[src/hdl/fdem_pkg.sv]
// Types, constants and helpers of the directory entry matcher.
`default_nettype none

package fdem_pkg;

   typedef enum logic [1:0] {
      ST_FOUND     = 2'd0,
      ST_END       = 2'd1,
      ST_NOT_FOUND = 2'd2
   } status_type;

   typedef struct packed {
      status_type  status;
      logic [31:0] first_cluster;
      logic [31:0] size_bytes;
      logic [15:0] entry_index;
   } rec_type;

   localparam int unsigned CSR_INDEX_BITS = 2;
   localparam logic [CSR_INDEX_BITS-1:0] CSR_TARGET_BASE = 2'd0;
   localparam logic [CSR_INDEX_BITS-1:0] CSR_TARGET_EXT  = 2'd1;

   localparam logic [63:0] TARGET_BASE_RESET = 64'h2020_2020_2020_2020;
   localparam logic [23:0] TARGET_EXT_RESET  = 24'h20_2020;

   localparam logic [7:0] BYTE_DELETED  = 8'hE5;
   localparam logic [7:0] BYTE_LONGNAME = 8'h0F;
   localparam logic [7:0] BYTE_END      = 8'h00;

   localparam logic [4:0] POS_FIRST     = 5'd0;
   localparam logic [4:0] POS_NAME_LAST = 5'd10;
   localparam logic [4:0] POS_ATTR      = 5'd11;
   localparam logic [4:0] POS_CLHI_LO   = 5'd20;
   localparam logic [4:0] POS_CLHI_HI   = 5'd21;
   localparam logic [4:0] POS_CLLO_LO   = 5'd26;
   localparam logic [4:0] POS_CLLO_HI   = 5'd27;
   localparam logic [4:0] POS_SIZE_LO   = 5'd28;
   localparam logic [4:0] POS_LAST      = 5'd31;

   localparam int unsigned FQ_DEPTH    = 2;
   localparam int unsigned FQ_PTR_BITS = 1;
   localparam int unsigned FQ_CNT_BITS = 2;

   function automatic logic [7:0] target_byte(input logic [63:0] base,
                                              input logic [23:0] ext,
                                              input logic [3:0]  pos);
      logic [7:0] r;
      if (pos[3] == 1'b0) begin
         r = base[{pos[2:0], 3'b000} +: 8];
      end else begin
         r = ext[{pos[1:0], 3'b000} +: 8];
      end
      return r;
   endfunction

endpackage

`default_nettype wire

[src/hdl/fat_directory_entry_matcher_core.sv]
// Top level of the FAT short-name directory entry matcher.
//  channel   direction  handshake        payload
//  req       in         push / full      req_start_req, req_dir_byte, req_last
//  rsp       out        empty / pop      rsp_status, rsp_first_cluster, rsp_size_bytes,
//                                        rsp_entry_index
//  csr       in         csr_we           csr_index, csr_wdata
// One byte is taken per cycle while full is low; the front decides in the transfer cycle.
// A result passes through the queue and then the output register to the rsp ports.
// Two results queue behind the output register; full rises once both slots hold one.
// After reset the block ignores bytes until one arrives with req_start_req set.
`default_nettype none

module fat_directory_entry_matcher_core #(
   parameter int unsigned INDEX_BITS = 16
) (
   input  wire logic                                clock,
   input  wire logic                                reset,
   input  wire logic                                push,
   output logic                                     full,
   input  wire logic                                req_start_req,
   input  wire logic [7:0]                          req_dir_byte,
   input  wire logic                                req_last,
   output logic                                     empty,
   input  wire logic                                pop,
   output logic [1:0]                               rsp_status,
   output logic [31:0]                              rsp_first_cluster,
   output logic [31:0]                              rsp_size_bytes,
   output logic [15:0]                              rsp_entry_index,
   input  wire logic                                csr_we,
   input  wire logic [fdem_pkg::CSR_INDEX_BITS-1:0] csr_index,
   input  wire logic [63:0]                         csr_wdata
);

   fdem_pkg::rec_type front_rec, q_rec, out_rec;
   logic              front_valid, q_nonempty, q_full, q_take, accept;

   assign accept = push && !q_full;
   assign full   = q_full;

   fdem_front #(.INDEX_BITS(INDEX_BITS)) u_front (
      .clock     (clock),
      .reset     (reset),
      .csr_we    (csr_we),
      .csr_index (csr_index),
      .csr_wdata (csr_wdata),
      .accept    (accept),
      .start_req (req_start_req),
      .dir_byte  (req_dir_byte),
      .last      (req_last),
      .rec       (front_rec),
      .rec_valid (front_valid)
   );

   fdem_queue u_queue (
      .clock    (clock),
      .reset    (reset),
      .wr_en    (front_valid),
      .wr_rec   (front_rec),
      .rd_en    (q_take),
      .rd_rec   (q_rec),
      .nonempty (q_nonempty),
      .is_full  (q_full)
   );

   fdem_back u_back (
      .clock      (clock),
      .reset      (reset),
      .q_rec      (q_rec),
      .q_nonempty (q_nonempty),
      .q_take     (q_take),
      .pop        (pop),
      .empty      (empty),
      .out_rec    (out_rec)
   );

   assign rsp_status        = out_rec.status;
   assign rsp_first_cluster = out_rec.first_cluster;
   assign rsp_size_bytes    = out_rec.size_bytes;
   assign rsp_entry_index   = out_rec.entry_index;

endmodule

`default_nettype wire

[src/hdl/fdem_front.sv]
// Front part: takes directory bytes, tracks entries and decides results.
`default_nettype none

module fdem_front #(
   parameter int unsigned INDEX_BITS = 16
) (
   input  wire logic                                    clock,
   input  wire logic                                    reset,
   input  wire logic                                    csr_we,
   input  wire logic [fdem_pkg::CSR_INDEX_BITS-1:0]     csr_index,
   input  wire logic [63:0]                             csr_wdata,
   input  wire logic                                    accept,
   input  wire logic                                    start_req,
   input  wire logic [7:0]                              dir_byte,
   input  wire logic                                    last,
   output fdem_pkg::rec_type                            rec,
   output logic                                         rec_valid
);

   logic [63:0]           base_ff, base_in;
   logic [23:0]           ext_ff, ext_in;
   logic                  done_ff, done_in;
   logic [4:0]            pos_ff, pos_in;
   logic [INDEX_BITS-1:0] count_ff, count_in;
   logic                  mismatch_ff, mismatch_in;
   logic                  skip_ff, skip_in;
   logic [15:0]           clhi_ff, clhi_in;
   logic [15:0]           cllo_ff, cllo_in;
   logic [31:0]           size_ff, size_in;

   logic                  eff_done;
   logic [4:0]            pos;
   logic [INDEX_BITS-1:0] cnt;

   always_comb begin
      base_in = base_ff;
      ext_in  = ext_ff;
      if (csr_we) begin
         case (csr_index)
            fdem_pkg::CSR_TARGET_BASE: base_in = csr_wdata;
            fdem_pkg::CSR_TARGET_EXT:  ext_in  = csr_wdata[23:0];
            default: ;
         endcase
      end
   end

   always_comb begin
      eff_done    = start_req ? 1'b0 : done_ff;
      pos         = start_req ? fdem_pkg::POS_FIRST : pos_ff;
      cnt         = start_req ? '0 : count_ff;
      done_in     = done_ff;
      pos_in      = pos_ff;
      count_in    = count_ff;
      mismatch_in = mismatch_ff;
      skip_in     = skip_ff;
      clhi_in     = clhi_ff;
      cllo_in     = cllo_ff;
      size_in     = size_ff;
      rec_valid   = 1'b0;
      rec         = '0;
      rec.status  = fdem_pkg::ST_NOT_FOUND;
      if (accept) begin
         done_in  = eff_done;
         pos_in   = pos;
         count_in = cnt;
         if (!eff_done) begin
            if (pos == fdem_pkg::POS_FIRST && dir_byte == fdem_pkg::BYTE_END) begin
               rec_valid       = 1'b1;
               rec.status      = fdem_pkg::ST_END;
               rec.entry_index = 16'(cnt);
               done_in         = 1'b1;
            end else if (pos == fdem_pkg::POS_LAST && !skip_ff && !mismatch_ff) begin
               rec_valid         = 1'b1;
               rec.status        = fdem_pkg::ST_FOUND;
               rec.first_cluster = {clhi_ff, cllo_ff};
               rec.size_bytes    = {dir_byte, size_ff[23:0]};
               rec.entry_index   = 16'(cnt);
               done_in           = 1'b1;
            end else begin
               if (pos == fdem_pkg::POS_FIRST) begin
                  skip_in     = (dir_byte == fdem_pkg::BYTE_DELETED);
                  mismatch_in = (dir_byte != fdem_pkg::target_byte(base_ff, ext_ff, 4'd0));
                  clhi_in     = '0;
                  cllo_in     = '0;
                  size_in     = '0;
               end else if (pos <= fdem_pkg::POS_NAME_LAST) begin
                  if (dir_byte != fdem_pkg::target_byte(base_ff, ext_ff, pos[3:0])) begin
                     mismatch_in = 1'b1;
                  end
               end else if (pos == fdem_pkg::POS_ATTR) begin
                  if (dir_byte == fdem_pkg::BYTE_LONGNAME) begin
                     skip_in = 1'b1;
                  end
               end else if (pos == fdem_pkg::POS_CLHI_LO) begin
                  clhi_in[7:0] = dir_byte;
               end else if (pos == fdem_pkg::POS_CLHI_HI) begin
                  clhi_in[15:8] = dir_byte;
               end else if (pos == fdem_pkg::POS_CLLO_LO) begin
                  cllo_in[7:0] = dir_byte;
               end else if (pos == fdem_pkg::POS_CLLO_HI) begin
                  cllo_in[15:8] = dir_byte;
               end else if (pos >= fdem_pkg::POS_SIZE_LO) begin
                  size_in[{pos[1:0], 3'b000} +: 8] = dir_byte;
               end
               if (pos == fdem_pkg::POS_LAST) begin
                  count_in = cnt + 1'b1;
                  pos_in   = fdem_pkg::POS_FIRST;
               end else begin
                  pos_in = pos + 5'd1;
               end
               if (last) begin
                  rec_valid       = 1'b1;
                  rec.status      = fdem_pkg::ST_NOT_FOUND;
                  rec.entry_index = 16'(count_in);
                  done_in         = 1'b1;
               end
            end
         end
      end
   end

   always_ff @(posedge clock) begin
      if (reset) begin
         base_ff  <= fdem_pkg::TARGET_BASE_RESET;
         ext_ff   <= fdem_pkg::TARGET_EXT_RESET;
         done_ff  <= 1'b1;
         pos_ff   <= '0;
         count_ff <= '0;
      end else begin
         base_ff  <= base_in;
         ext_ff   <= ext_in;
         done_ff  <= done_in;
         pos_ff   <= pos_in;
         count_ff <= count_in;
      end
      mismatch_ff <= mismatch_in;
      skip_ff     <= skip_in;
      clhi_ff     <= clhi_in;
      cllo_ff     <= cllo_in;
      size_ff     <= size_in;
   end

endmodule

`default_nettype wire

[src/hdl/fdem_queue.sv]
// Short result queue between the front and back parts.
`default_nettype none

module fdem_queue (
   input  wire logic        clock,
   input  wire logic        reset,
   input  wire logic        wr_en,
   input  fdem_pkg::rec_type wr_rec,
   input  wire logic        rd_en,
   output fdem_pkg::rec_type rd_rec,
   output logic             nonempty,
   output logic             is_full
);

   fdem_pkg::rec_type mem [fdem_pkg::FQ_DEPTH];

   logic [fdem_pkg::FQ_PTR_BITS-1:0] wr_ptr_ff, wr_ptr_in;
   logic [fdem_pkg::FQ_PTR_BITS-1:0] rd_ptr_ff, rd_ptr_in;
   logic [fdem_pkg::FQ_CNT_BITS-1:0] cnt_ff, cnt_in;

   always_comb begin
      nonempty  = (cnt_ff != '0);
      is_full   = (cnt_ff == fdem_pkg::FQ_CNT_BITS'(fdem_pkg::FQ_DEPTH));
      rd_rec    = mem[rd_ptr_ff];
      wr_ptr_in = wr_en ? wr_ptr_ff + 1'b1 : wr_ptr_ff;
      rd_ptr_in = rd_en ? rd_ptr_ff + 1'b1 : rd_ptr_ff;
      cnt_in    = cnt_ff;
      if (wr_en && !rd_en) begin
         cnt_in = cnt_ff + 1'b1;
      end else if (rd_en && !wr_en) begin
         cnt_in = cnt_ff - 1'b1;
      end
   end

   always_ff @(posedge clock) begin
      if (reset) begin
         wr_ptr_ff <= '0;
         rd_ptr_ff <= '0;
         cnt_ff    <= '0;
      end else begin
         wr_ptr_ff <= wr_ptr_in;
         rd_ptr_ff <= rd_ptr_in;
         cnt_ff    <= cnt_in;
      end
      if (wr_en) begin
         mem[wr_ptr_ff] <= wr_rec;
      end
   end

endmodule

`default_nettype wire

[src/hdl/fdem_back.sv]
// Back part: output register that presents the oldest result.
`default_nettype none

module fdem_back (
   input  wire logic         clock,
   input  wire logic         reset,
   input  fdem_pkg::rec_type q_rec,
   input  wire logic         q_nonempty,
   output logic              q_take,
   input  wire logic         pop,
   output logic              empty,
   output fdem_pkg::rec_type out_rec
);

   logic              valid_ff, valid_in;
   fdem_pkg::rec_type rec_ff;

   always_comb begin
      q_take   = q_nonempty && (!valid_ff || pop);
      valid_in = q_take || (valid_ff && !pop);
      empty    = !valid_ff;
      out_rec  = rec_ff;
   end

   always_ff @(posedge clock) begin
      if (reset) begin
         valid_ff <= 1'b0;
      end else begin
         valid_ff <= valid_in;
      end
      if (q_take) begin
         rec_ff <= q_rec;
      end
   end

endmodule

`default_nettype wire

[config.mk]
export PLATFORM = sky130hd
export DESIGN_NAME = fat_directory_entry_matcher_core
export DESIGN_NICKNAME = d
export VERILOG_FILES = /design/src/hdl/fdem_pkg.sv /design/src/hdl/fat_directory_entry_matcher_core.sv /design/src/hdl/fdem_front.sv /design/src/hdl/fdem_queue.sv /design/src/hdl/fdem_back.sv
export SDC_FILE = /design/constraint.sdc
export NUM_CORES = 1
export LEC_CHECK = 0
export BUFFER_PORTS_ARGS = -buffer_cell sky130_fd_sc_hd__buf_2
export CORE_MARGIN = 3
export CORE_UTILIZATION = 64
export CTS_CLUSTER_DIAMETER = 60
export CTS_CLUSTER_SIZE = 20
export DETAILED_ROUTE_END_ITERATION = 12
export GPL_TIMING_DRIVEN = 0
export MAX_ROUTING_LAYER = met4
export PLACE_DENSITY_LB_ADDON = 0.05
export SYNTH_ARGS = -nofsm -noshare
export SYNTH_HDL_FRONTEND = slang
export SYNTH_SLANG_ARGS = --single-unit
export TNS_END_PERCENT = 50
[constraint.sdc]
create_clock -name clock -period 12.55 [get_ports clock]
set_clock_uncertainty 0.05 [all_clocks]
set_input_delay 1.8825 -clock clock [delete_from_list [all_inputs] [get_ports clock]]
set_output_delay 1.8825 -clock clock [all_outputs]
set_load 0.01 [all_outputs]
==> Flow_metrics.wiki, run 1 <==
{| class="wikitable"
! Metric !! Value
|-
| Number of optimization iterations in the first detailed-route pass || 5
|-
| Post-CTS Hold Buffers || 0
|-
| Fraction of the yosys area taken by sequential cells || 65.7%
|-
| Final worst path period share || 47.8%
|-
| Worst Hold End || u_front.base_ff[55]$_SDFFE_PP0P_
|-
| Clock network latency to the later pin of the worst-skew pair || 0.53 ns
|-
| Post-placement cell count || 1957
|-
| Synth Instances || 1456
|-
| Area Overhead vs Synth || 14.0%
|-
| CTS clock-pin slew for the worst setup and hold paths || 0.06 ns
|-
| Final std cell area, no fill || 0.0198 mm2
|-
| Actual slew at the worst max-slew pin || 1.18 ns
|-
| Setup slack at placement || 6.09 ns
|-
| GR Overflow Total || 0
|-
| Synthesized area per cell || 12.0 um2
|-
| Data arrival, critical path || 6.16 ns
|-
| TritonCTS clock tree || built
|-
| Quantity of gates resized following cts || 0
|-
| Relative slew slack || 20.5%
|-
| # fillers || 1781
|-
| Most used DFF post-synth || edfxtp_1
|-
| GRT Total Usage || 29.2%
|-
| Inserted Clock Buffers || 34
|-
| Placement Rows || 59
|-
| Half-perimeter wire length after detailed placement || 28.9 mm
|-
| Post-DR vias/cell || 6.09
|-
| Root Buffer Master || clkbuf_16
|-
| Initial cell density of the core || 65.9%
|-
| Routed wire length || 41.6 mm
|-
| Post-layout min period || 6.00 ns
|-
| Top area cells in the synthesized netlist || edfxtp_1 (52%), dfxtp_1 (13%), nand2_1 (5.6%), mux2_2 (5.3%), a21oi_1 (3.8%)
|-
| FF-to-FF path depth || 14
|-
| Total of flip-flops plus latches after synthesis || 419
|-
| Number of enable-type register cells in the synthesized netlist || 304
|-
| Max-cap violations || 0
|-
| Wire length of the first global-routing pass || 64.1 mm
|-
| Worst endpoint required time || 12.72 ns
|-
| Via total after detailed routing || 12274
|-
| Pin count of the biggest net entering global routing || 79
|-
| Power density relative to cell area || 173 mW/mm2
|-
| Utilization after layout || 75.1%
|-
| Number of global-route vias before repair || 11729
|-
| Diodes inserted || 0
|-
| Startpoint Class || primary input
|-
| Maximum clock path buffer count || 3
|-
| Total I/O pin count || 165
|-
| Unrepaired setup endpoints after global routing || no
|-
| Last weighted congestion value of the routability-driven placer || 0.955
|-
| Die outline width || 171 um
|-
| Count of routing violations after the opening detailed-route iteration || 1129
|-
| CTS sink count || 419
|-
| Highest achievable clock rate || 167 MHz
|-
| Clock H-tree levels || 2
|-
| Capture point of the worst reg-to-reg path || u_queue.mem[1][34]$_DFFE_PP_
|-
| Worst vdd ir || 0.000122 V
|-
| Hold Path Cell Cnt || 2
|-
| Total Die Area || 0.0292 mm2
|-
| Hold Crit Class || flip-flop to flip-flop
|-
| Syn. warnings || 0
|-
| Final setup violation count || 0
|-
| Largest area contributor in the netlist || edfxtp_1
|-
| Min-delay src || u_front.base_ff[55]$_SDFFE_PP0P_
|-
| Final net count || 1747
|-
| Worst path setup slack after routing || 6.55 ns
|-
| Worst r2r src || u_front.pos_ff[0]$_SDFFE_PP0P_
|-
| Number of slew-limit violations in the final report || 0
|-
| Peak fanout along the critical path || 32
|-
| Final sum of negative setup slack || 0 ns
|-
| Leakage dissipation || 0.00735 uW
|-
| Number of setup buffers added after CTS || 0
|-
| Area inside the core boundary || 0.0264 mm2
|-
| Placed instance area || 0.0188 mm2
|-
| Worst reg2reg setup slack || 7.64 ns
|-
| Top cell type's share of synthesized area || 52.5%
|-
| Share of cells above drive strength 1 || 19.6%
|-
| Routed len/inst || 20.6 um
|-
| Post-Synthesis Net Count || 1544
|-
| Post-detailed-route DRC marker count || 0
|-
| Netlist cell types || 64
|-
| Status || finished clean
|-
| Fraction of registers with async set/reset || 0%
|-
| Count of final hold-check violations || 0
|-
| Number of input and output port buffers inserted || 160
|-
| Number of antenna violations at the first check in global routing || 0
|-
| Critical Path End Type || flip-flop
|-
| Start-to-end type of the worst setup path || primary input to flip-flop
|-
| Antenna Violating Nets Remaining || 0
|-
| Die height || 171 um
|-
| Final Non-Filler Cells || 2014
|-
| Synth Cell Area || 0.0174 mm2
|}
## power breakdown
group,switching (uW),internal (uW),total (uW)
registers,44.1,1700,1740
clock network,492,551,1040
logic,409,243,652
total,946,2490,3440
## how the worst max path moves through the flow
stage | slack (ns) | end | startpoint | cells past startpoint
global placement | 1.76 | u_queue.mem[1][34]$_DFFE_PP_ | req_start_req | 13
finish | 6.55 | u_queue.mem[1][34]$_DFFE_PP_ | req_start_req | 15
floorplan | 4.71 | u_queue.mem[0][0]$_DFFE_PP_ | req_start_req | 12
global route | 6.29 | u_queue.mem[1][23]$_DFFE_PP_ | req_start_req | 15
CTS | 6.62 | u_queue.mem[1][34]$_DFFE_PP_ | req_start_req | 15
detailed placement | 6.09 | u_queue.mem[1][34]$_DFFE_PP_ | req_start_req | 15
## worst max-delay path, cell delays in order
cell      delay [ns]
buf_2           0.14
buf_6           0.15
nor2b_2         0.12
buf_6           0.17
clkbuf_1        0.54
ha_1            0.32
and3_1          0.18
ha_1            0.22
clkbuf_1        0.38
nand2_1         0.24
nand2_1         0.19
o21ai_1         0.31
nor2_4          0.75
buf_12          0.29
buf_12          0.24
## Yosys cell counts (all sizes together), types with 8 or more instances
cell      n
a21oi   131
a22o      8
a22oi     9
a31oi    16
and2     11
and3     72
buf      26
clkbuf   80
dfxtp   115
edfxtp  304
inv      11
mux2     82
mux2i    18
nand2   258
nand2b   13
nand3    26
nand3b   15
nor2     59
nor2b    40
nor3      9
nor4     10
o21ai    45
xor2     14
## cells by family (layout without fill, tap and decap cells)
family	Yosys count	in the layout	synth area share (%)
compound gates	255	255	8.68
xor+xnor	20	20	1.01
fa+ha+maj	7	7	0.503
buf+inv	118	341	2.83
flops	419	419	65.7
mux	100	100	6.34
simple gates	537	537	14.9
## sequential cells by signal, indices dropped and copies added (netlist names), 2 cells and up
register	cells
u_front.count_ff	16
u_front.ext_ff	24
u_queue.cnt_ff	2
u_back.out_rec	82
u_front.base_ff	64
u_front.size_ff	24
u_queue.mem	164
u_front.cllo_ff	16
u_front.clhi_ff	16
u_front.pos_ff	5
## per-layer routing
| layer | GRT usage (%) | share of wire (%) | vias to the layer above |
|---|---|---|---|
| met5 | - | 0 | - |
| met4 | 8.89 | 3.2 | 0 |
| met3 | 3.63 | 6.9 | 96 |
| met2 | 48.0 | 49 | 511 |
| met1 | 38.7 | 41 | 5971 |
| li1 | - | - | 5696 |
## layout by cell type, fill, tap and decap left out, types with 16 or more instances in the layout
cell	synthesis	final
a21oi_1	131	130
a31oi_1	16	16
and3_1	72	72
buf_2	10	171
clkbuf_1	80	85
clkbuf_16	0	35
dfxtp_1	115	115
edfxtp_1	304	304
mux2_2	82	82
mux2i_1	18	18
nand2_1	258	258
nand3_1	26	26
nor2_1	57	55
nor2b_1	39	39
o21ai_0	44	44
## area by class of cell
class	instances	area [um2]	area share, %
multi-input cells	919	5500	27.7
flip-flops and latches	419	11400	57.6
clock inverters	15	163	0.820
repair buffers	167	928	4.68
well taps	335	419	2.11
clock buffers	41	908	4.58
inverters	12	47.5	0.240
plain buffers	106	448	2.26
## metrics by stage
stage / power [uW] / hold slack (ns)
floorplan: 2180 / 0.380
global placement: 2400 / 0.392
detailed placement: 2420 / 0.396
CTS: 3450 / 0.404
global route: 3570 / 0.424
finish: 3440 / 0.400
(Power assumes the default switching activity.)
==> run 2: changes to the inputs <==
--- a/config.mk
+++ b/config.mk
@@ -7,7 +7,7 @@
 export LEC_CHECK = 0
 export BUFFER_PORTS_ARGS = -buffer_cell sky130_fd_sc_hd__buf_2
 export CORE_MARGIN = 3
-export CORE_UTILIZATION = 64
+export CORE_UTILIZATION = 53
 export CTS_CLUSTER_DIAMETER = 60
 export CTS_CLUSTER_SIZE = 20
 export DETAILED_ROUTE_END_ITERATION = 12
==> constraint.sdc (replaced) <==
create_clock -name clock -period 5.3 [get_ports clock]
set_clock_uncertainty 0.05 [all_clocks]
set_input_delay 0.795 -clock clock [delete_from_list [all_inputs] [get_ports clock]]
set_output_delay 0.795 -clock clock [all_outputs]
set_load 0.01 [all_outputs]
==> Flow_metrics.wiki, run 2 (synthesis results as in run 1) <==
{| class="wikitable"
! Metric !! Value
|-
| Number of optimization iterations in the first detailed-route pass || 5
|-
| Relative slew slack || 17.9%
|-
| Slowest cell on crit path || nor2_4
|-
| Area inside the core boundary || 0.0320 mm2
|-
| Total I/O pin count || 165
|-
| Peak fanout along the critical path || 31
|-
| Worst vdd ir || 0.000271 V
|-
| Post-CTS Hold Buffers || 0
|-
| Hold Crit Class || flip-flop to flip-flop
|-
| Number of setup buffers added after CTS || 0
|-
| Power density relative to cell area || 416 mW/mm2
|-
| Leakage dissipation || 0.00742 uW
|-
| CTS clock-pin slew for the worst setup and hold paths || 0.08 ns
|-
| Wire length of the first global-routing pass || 65.9 mm
|-
| Routed len/inst || 19.8 um
|-
| Worst endpoint required time || 5.45 ns
|-
| Highest achievable clock rate || 206 MHz
|-
| GR Overflow Total || 0
|-
| Max FFs per register || 164
|-
| Pin count of the biggest net entering global routing || 57
|-
| Antenna Violating Nets Remaining || 0
|-
| Leading cell type in the layout, fill and taps excluded || edfxtp_1
|-
| TritonCTS clock tree || built
|-
| Root Buffer Master || clkbuf_16
|-
| Critical Path End Type || flip-flop
|-
| Count of final hold-check violations || 0
|-
| Die outline width || 187 um
|-
| Clock H-tree levels || 2
|-
| Last weighted congestion value of the routability-driven placer || 0.963
|-
| Post-detailed-route DRC marker count || 0
|-
| CTS sink count || 419
|-
| Post-DR vias/cell || 5.60
|-
| Post-layout min period || 4.85 ns
|-
| Number of antenna violations at the first check in global routing || 0
|-
| Quantity of gates resized following cts || 0
|-
| Top library cells by usage in the layout, fill and taps aside || edfxtp_1 (304), nand2_1 (258), buf_2 (170)
|-
| Final worst path period share || 91.4%
|-
| Startpoint Class || flip-flop
|-
| Cells traversed along the worst timing path || buf_4 -> nor2b_2 -> buf_6 -> clkbuf_1 -> ha_1 -> and3_1 -> ha_1 -> clkbuf_1 -> nand2_1 -> nand2_1 -> o21ai_1 -> nor2_4 -> buf_12 -> buf_12
|-
| Unrepaired setup endpoints after global routing || no
|-
| Count of routing violations after the opening detailed-route iteration || 1020
|-
| Total Die Area || 0.0350 mm2
|-
| Delay of the slowest critical-path stage || 0.67 ns
|-
| Share of cells above drive strength 1 || 20.1%
|-
| Final net count || 1749
|-
| Half-perimeter wire length after detailed placement || 29.9 mm
|-
| Routed wire length || 42.1 mm
|-
| Clock network latency to the later pin of the worst-skew pair || 0.52 ns
|-
| Hold Path Cell Cnt || 2
|-
| Actual slew at the worst max-slew pin || 1.22 ns
|-
| Start-to-end type of the worst setup path || flip-flop to flip-flop
|-
| Initial cell density of the core || 54.4%
|-
| Worst hold slack || 0.405 ns
|-
| Status || finished clean
|-
| Diodes inserted || 0
|-
| Number of input and output port buffers inserted || 160
|-
| Max-cap violations || 0
|-
| Inserted Clock Buffers || 35
|-
| Number of global-route vias before repair || 11657
|-
| Die height || 187 um
|-
| Final setup violation count || 0
|-
| FF-to-FF path depth || 14
|-
| Maximum clock path buffer count || 3
|-
| Most flop-heavy register || u_queue.mem
|-
| # fillers || 2581
|-
| Area Overhead vs Synth || 15.6%
|-
| Overall power of the completed layout || 8370 uW
|-
| Data arrival, critical path || 5.00 ns
|-
| Via total after detailed routing || 11879
|-
| Worst reg2reg setup slack || 0.45 ns
|-
| GRT Total Usage || 24.5%
|-
| Placement Rows || 65
|-
| Number of slew-limit violations in the final report || 0
|}
-- run 2: cell count changes in the layout (fill, tap and decap cells not counted), moves of 2 or more --
cell       previous run  this run
bufinv_16             1         4
clkinv_4              0         2
clkinv_2              0         3
clkinv_8              2         4
clkbuf_1             85        83
inv_12                0         2
-- run 2: layer usage --
metal / vias up / part of all wire (%) / track usage (%)
met2: 426 / 49 / 40.3
met3: 74 / 5.9 / 2.94
met1: 5662 / 43 / 32.7
li1: 5717 / - / -
met5: - / 0 / -
met4: 0 / 2.5 / 6.54
-- run 2: worst paths after layout --
| check | start | endpoint |
|---|---|---|
| hold reg to reg | u_front.base_ff[52]$_SDFFE_PP0P_ | u_front.base_ff[52]$_SDFFE_PP0P_ |
| setup reg to reg | u_front.pos_ff[0]$_SDFFE_PP0P_ | u_queue.mem[0][31]$_DFFE_PP_ |
| hold / removal | u_front.base_ff[52]$_SDFFE_PP0P_ | u_front.base_ff[52]$_SDFFE_PP0P_ |
| setup / recovery | u_front.pos_ff[0]$_SDFFE_PP0P_ | u_queue.mem[0][31]$_DFFE_PP_ |
-- run 2: metrics by stage --
| stage | utilization (%) | std cells | worst slack [ns] | cell area, um2 | setup TNS, ns |
|---|---|---|---|---|---|
| after floorplan | - | 1456 | -0.0856 | 17400 | -14.02 |
| after global placement | 58.7 | 2051 | -2.26 | 18800 | -373.19 |
| after detailed placement | 59.1 | 2057 | -0.152 | 18900 | -4.29 |
| after CTS | 62.9 | 2119 | 0.337 | 20100 | 0 |
| after global routing | 63.0 | 2121 | 0.179 | 20100 | 0 |
| final | 63.0 | 2121 | 0.454 | 20100 | 0 |
-- run 2: cell type report --
class | count | area [um2] | area share [%]
timing repair buffer | 167 | 928 | 4.61
buffer | 106 | 448 | 2.23
sequential | 419 | 11400 | 56.8
clock buffer | 38 | 887 | 4.41
tap | 435 | 544 | 2.71
multi-input combinational | 920 | 5500 | 27.4
clock inverter | 24 | 330 | 1.64
inverter | 12 | 47.5 | 0.236
-- run 2: worst max-delay path: cells and delay by family, from the launching register on --
family	cells	cell delay [ns]
fa+ha+maj	2	0.54
simple gates	5	1.40
compound gates	1	0.35
buf+inv	6	1.78
flops	1	0.33
-- run 2: power by group --
part / leakage, uW / total, uW / internal (uW) / switching, uW
registers: 0.00389 / 4120 / 4020 / 103
clock network: 0.000586 / 2720 / 1470 / 1240
logic: 0.00295 / 1540 / 574 / 962
==> run 3: changes to the inputs <==
--- a/config.mk
+++ b/config.mk
@@ -5,15 +5,16 @@
 export SDC_FILE = /design/constraint.sdc
 export NUM_CORES = 1
 export LEC_CHECK = 0
-export BUFFER_PORTS_ARGS = -buffer_cell sky130_fd_sc_hd__buf_2
 export CORE_MARGIN = 3
-export CORE_UTILIZATION = 53
+export CORE_UTILIZATION = 57
 export CTS_CLUSTER_DIAMETER = 60
 export CTS_CLUSTER_SIZE = 20
 export DETAILED_ROUTE_END_ITERATION = 12
+export DONT_BUFFER_PORTS = 1
 export GPL_TIMING_DRIVEN = 0
 export MAX_ROUTING_LAYER = met4
 export PLACE_DENSITY_LB_ADDON = 0.05
+export REMOVE_ABC_BUFFERS = 1
 export SYNTH_ARGS = -nofsm -noshare
 export SYNTH_HDL_FRONTEND = slang
 export SYNTH_SLANG_ARGS = --single-unit
==> Flow_metrics.wiki, run 3 (synthesis results as in run 1) <==
{| class="wikitable"
! Metric !! Value
|-
| Status || finished clean
|-
| Total Die Area || 0.0327 mm2
|-
| Maximum clock path buffer count || 3
|-
| Worst r2r src || u_front.pos_ff[0]$_SDFFE_PP0P_
|-
| Area inside the core boundary || 0.0299 mm2
|-
| Placed instance area || 0.0178 mm2
|-
| CTS clock-pin slew for the worst setup and hold paths || 0.08 ns
|-
| Pin count of the biggest net entering global routing || 116
|-
| Worst endpoint required time || 5.70 ns
|-
| Unrepaired setup endpoints after global routing || no
|-
| Area Overhead vs Synth || 9.16%
|-
| Post-layout min period || 4.77 ns
|-
| Root Buffer Master || clkbuf_16
|-
| Via total after detailed routing || 10879
|-
| Max-cap violations || 0
|-
| Worst setup startpoint || u_front.pos_ff[0]$_SDFFE_PP0P_
|-
| TritonCTS clock tree || built
|-
| Peak fanout along the critical path || 38
|-
| Leakage dissipation || 0.00670 uW
|-
| Routed wire length || 36.8 mm
|-
| GR Overflow Total || 0
|-
| Startpoint Class || flip-flop
|-
| Data arrival, critical path || 5.17 ns
|-
| Clock H-tree levels || 2
|-
| Number of optimization iterations in the first detailed-route pass || 5
|-
| Worst reg2reg setup slack || 0.53 ns
|-
| # fillers || 2316
|-
| Post-detailed-route DRC marker count || 0
|-
| Net Switching || 2130 uW
|-
| Post-CTS Hold Buffers || 0
|-
| Count of routing violations after the opening detailed-route iteration || 842
|-
| Start-to-end type of the worst setup path || flip-flop to flip-flop
|-
| Die outline width || 181 um
|-
| CTS sink count || 419
|-
| Max FFs per register || 164
|-
| Inserted Clock Buffers || 34
|-
| Critical Path End Type || flip-flop
|-
| Diodes inserted || 0
|-
| Hold Path Cell Cnt || 1
|-
| Hold Crit Class || primary input to flip-flop
|-
| Die height || 181 um
|-
| Final sum of negative setup slack || 0 ns
|-
| Number of setup buffers added after CTS || 0
|-
| Switching part of the total power || 26.6%
|-
| Antenna Violating Nets Remaining || 0
|-
| Portion of total power attributed to combinational logic || 13.5%
|-
| Wire length of the first global-routing pass || 58.6 mm
|-
| Post-DR vias/cell || 5.98
|-
| Highest achievable clock rate || 210 MHz
|-
| Number of slew-limit violations in the final report || 0
|-
| Number of input and output port buffers inserted || 0
|-
| Worst vdd ir || 0.000422 V
|-
| Storage cell area || 0.0114 mm2
|-
| Min-delay src || reset
|-
| Final net count || 1493
|-
| Capture point of the worst reg-to-reg path || u_queue.cnt_ff[1]$_SDFFE_PP0P_
|-
| Routed len/inst || 20.2 um
|-
| GRT Total Usage || 22.8%
|-
| Final std cell area, no fill || 0.0190 mm2
|-
| Combined area of the multi-input logic cells || 0.00553 mm2
|-
| Final worst path period share || 90.0%
|-
| Top library cells by usage in the layout, fill and taps aside || edfxtp_1 (304), nand2_1 (258), a21oi_1 (130)
|-
| Count of final hold-check violations || 0
|-
| Number of antenna violations at the first check in global routing || 0
|-
| Actual slew at the worst max-slew pin || 1.32 ns
|-
| Leading cell type in the layout, fill and taps excluded || edfxtp_1
|-
| Final setup violation count || 0
|-
| Number of global-route vias before repair || 10541
|-
| Half-perimeter wire length after detailed placement || 23.2 mm
|-
| Int Power || 5890 uW
|-
| Placement Rows || 63
|-
| Clock share of power || 32.5%
|-
| Total I/O pin count || 165
|-
| Initial cell density of the core || 58.3%
|-
| Last weighted congestion value of the routability-driven placer || 0.849
|-
| Power density relative to cell area || 422 mW/mm2
|-
| Relative contribution of sequential cells to total power || 54.0%
|-
| Worst Hold End || u_front.base_ff[26]$_SDFFE_PP0P_
|-
| Share of cells above drive strength 1 || 12.4%
|-
| Most flop-heavy register || u_queue.mem
|-
| Relative slew slack || 12.3%
|-
| FF-to-FF path depth || 10
|-
| Clock network latency to the later pin of the worst-skew pair || 0.51 ns
|}
[run 3: cell count changes in the layout (fill, tap and decap cells not counted), sizes merged]
cell      delta
bufinv       -1
nor2         -1
clkinv       -2
clkinvlp     -1
clkbuf      -79
inv          +1
buf        -174
nor2b        +1
[run 3: worst max-delay path by stage]
stage | to | slack (ns) | depth (start not counted)
6_report | u_queue.cnt_ff[1]$_SDFFE_PP0P_ | 0.53 | 10
5_1_grt | u_front.clhi_ff[12]$_SDFFCE_PN0P_ | 0.22 | 8
4_1_cts | u_queue.cnt_ff[1]$_SDFFE_PP0P_ | 0.28 | 10
3_5_place_dp | u_queue.cnt_ff[1]$_SDFFE_PP0P_ | -0.25 | 10
3_3_place_gp | u_queue.mem[1][28]$_DFFE_PP_ | -5.31 | 8
2_1_floorplan | u_queue.mem[0][0]$_DFFE_PP_ | -1.71 | 8
[run 3: cell type report]
cell class / count / area share [%]
Tap cell: 390 / 2.57
Inverter: 12 / 0.250
Clock inverter: 21 / 1.23
Timing Repair Buffer: 18 / 1.79
Multi-Input combinational cell: 920 / 29.1
Clock buffer: 40 / 4.87
Sequential cell: 419 / 60.2
[run 3: per-layer routing]
metal  share of wire, %  track usage, %  vias to the layer above  wire, um
li1                   -               -                     5171         -
met1                 45            31.5                     5338     16500
met2                 48            36.1                      319     17700
met3                5.6            4.05                       51      2050
met4                1.7            4.97                        0       638
met5                  0               -                        -         0
[run 3: critical path: stages, from the launching register on]
cell,delay (ns)
dfxtp_2,0.88
nor2b_4,0.64
inv_2,0.37
ha_1,0.38
o2111ai_1,0.30
nand2_1,0.24
o21ai_1,0.75
inv_1,0.23
ha_1,0.37
or3_1,0.35
a21oi_1,0.13
[run 3: what timing repair did]
action	in CTS	in global routing
setup endpoints to repair	93	1
endpoints found under the hold margin	0	0
cloned	0	1
pin swaps	0	0
gates resized for setup	1	0
[run 3: stage by stage]
step / setup slack, ns / util (%) / power [uW] / instances / hold slack, ns
after CTS: 0.280 / 63.6 / 8110 / 1819 / 0.290
final: 0.530 / 63.6 / 8020 / 1820 / 0.307
after floorplan: -1.71 / - / 5120 / 1350 / 0.376
after global placement: -5.31 / 58.4 / 5480 / 1740 / 0.384
after global routing: 0.215 / 63.6 / 8370 / 1820 / 0.280
after detailed placement: -0.248 / 59.7 / 5510 / 1758 / 0.388
[run 3: power by group through the flow]
stage                     registers, uW  clock network [uW]  logic [uW]
final                              4330                2610        1080
after global routing               4370                2810        1190
after CTS                          4340                2660        1100
after detailed placement           4410                   0        1090
after global placement             4530                   0         946
after floorplan                    4420                   0         704
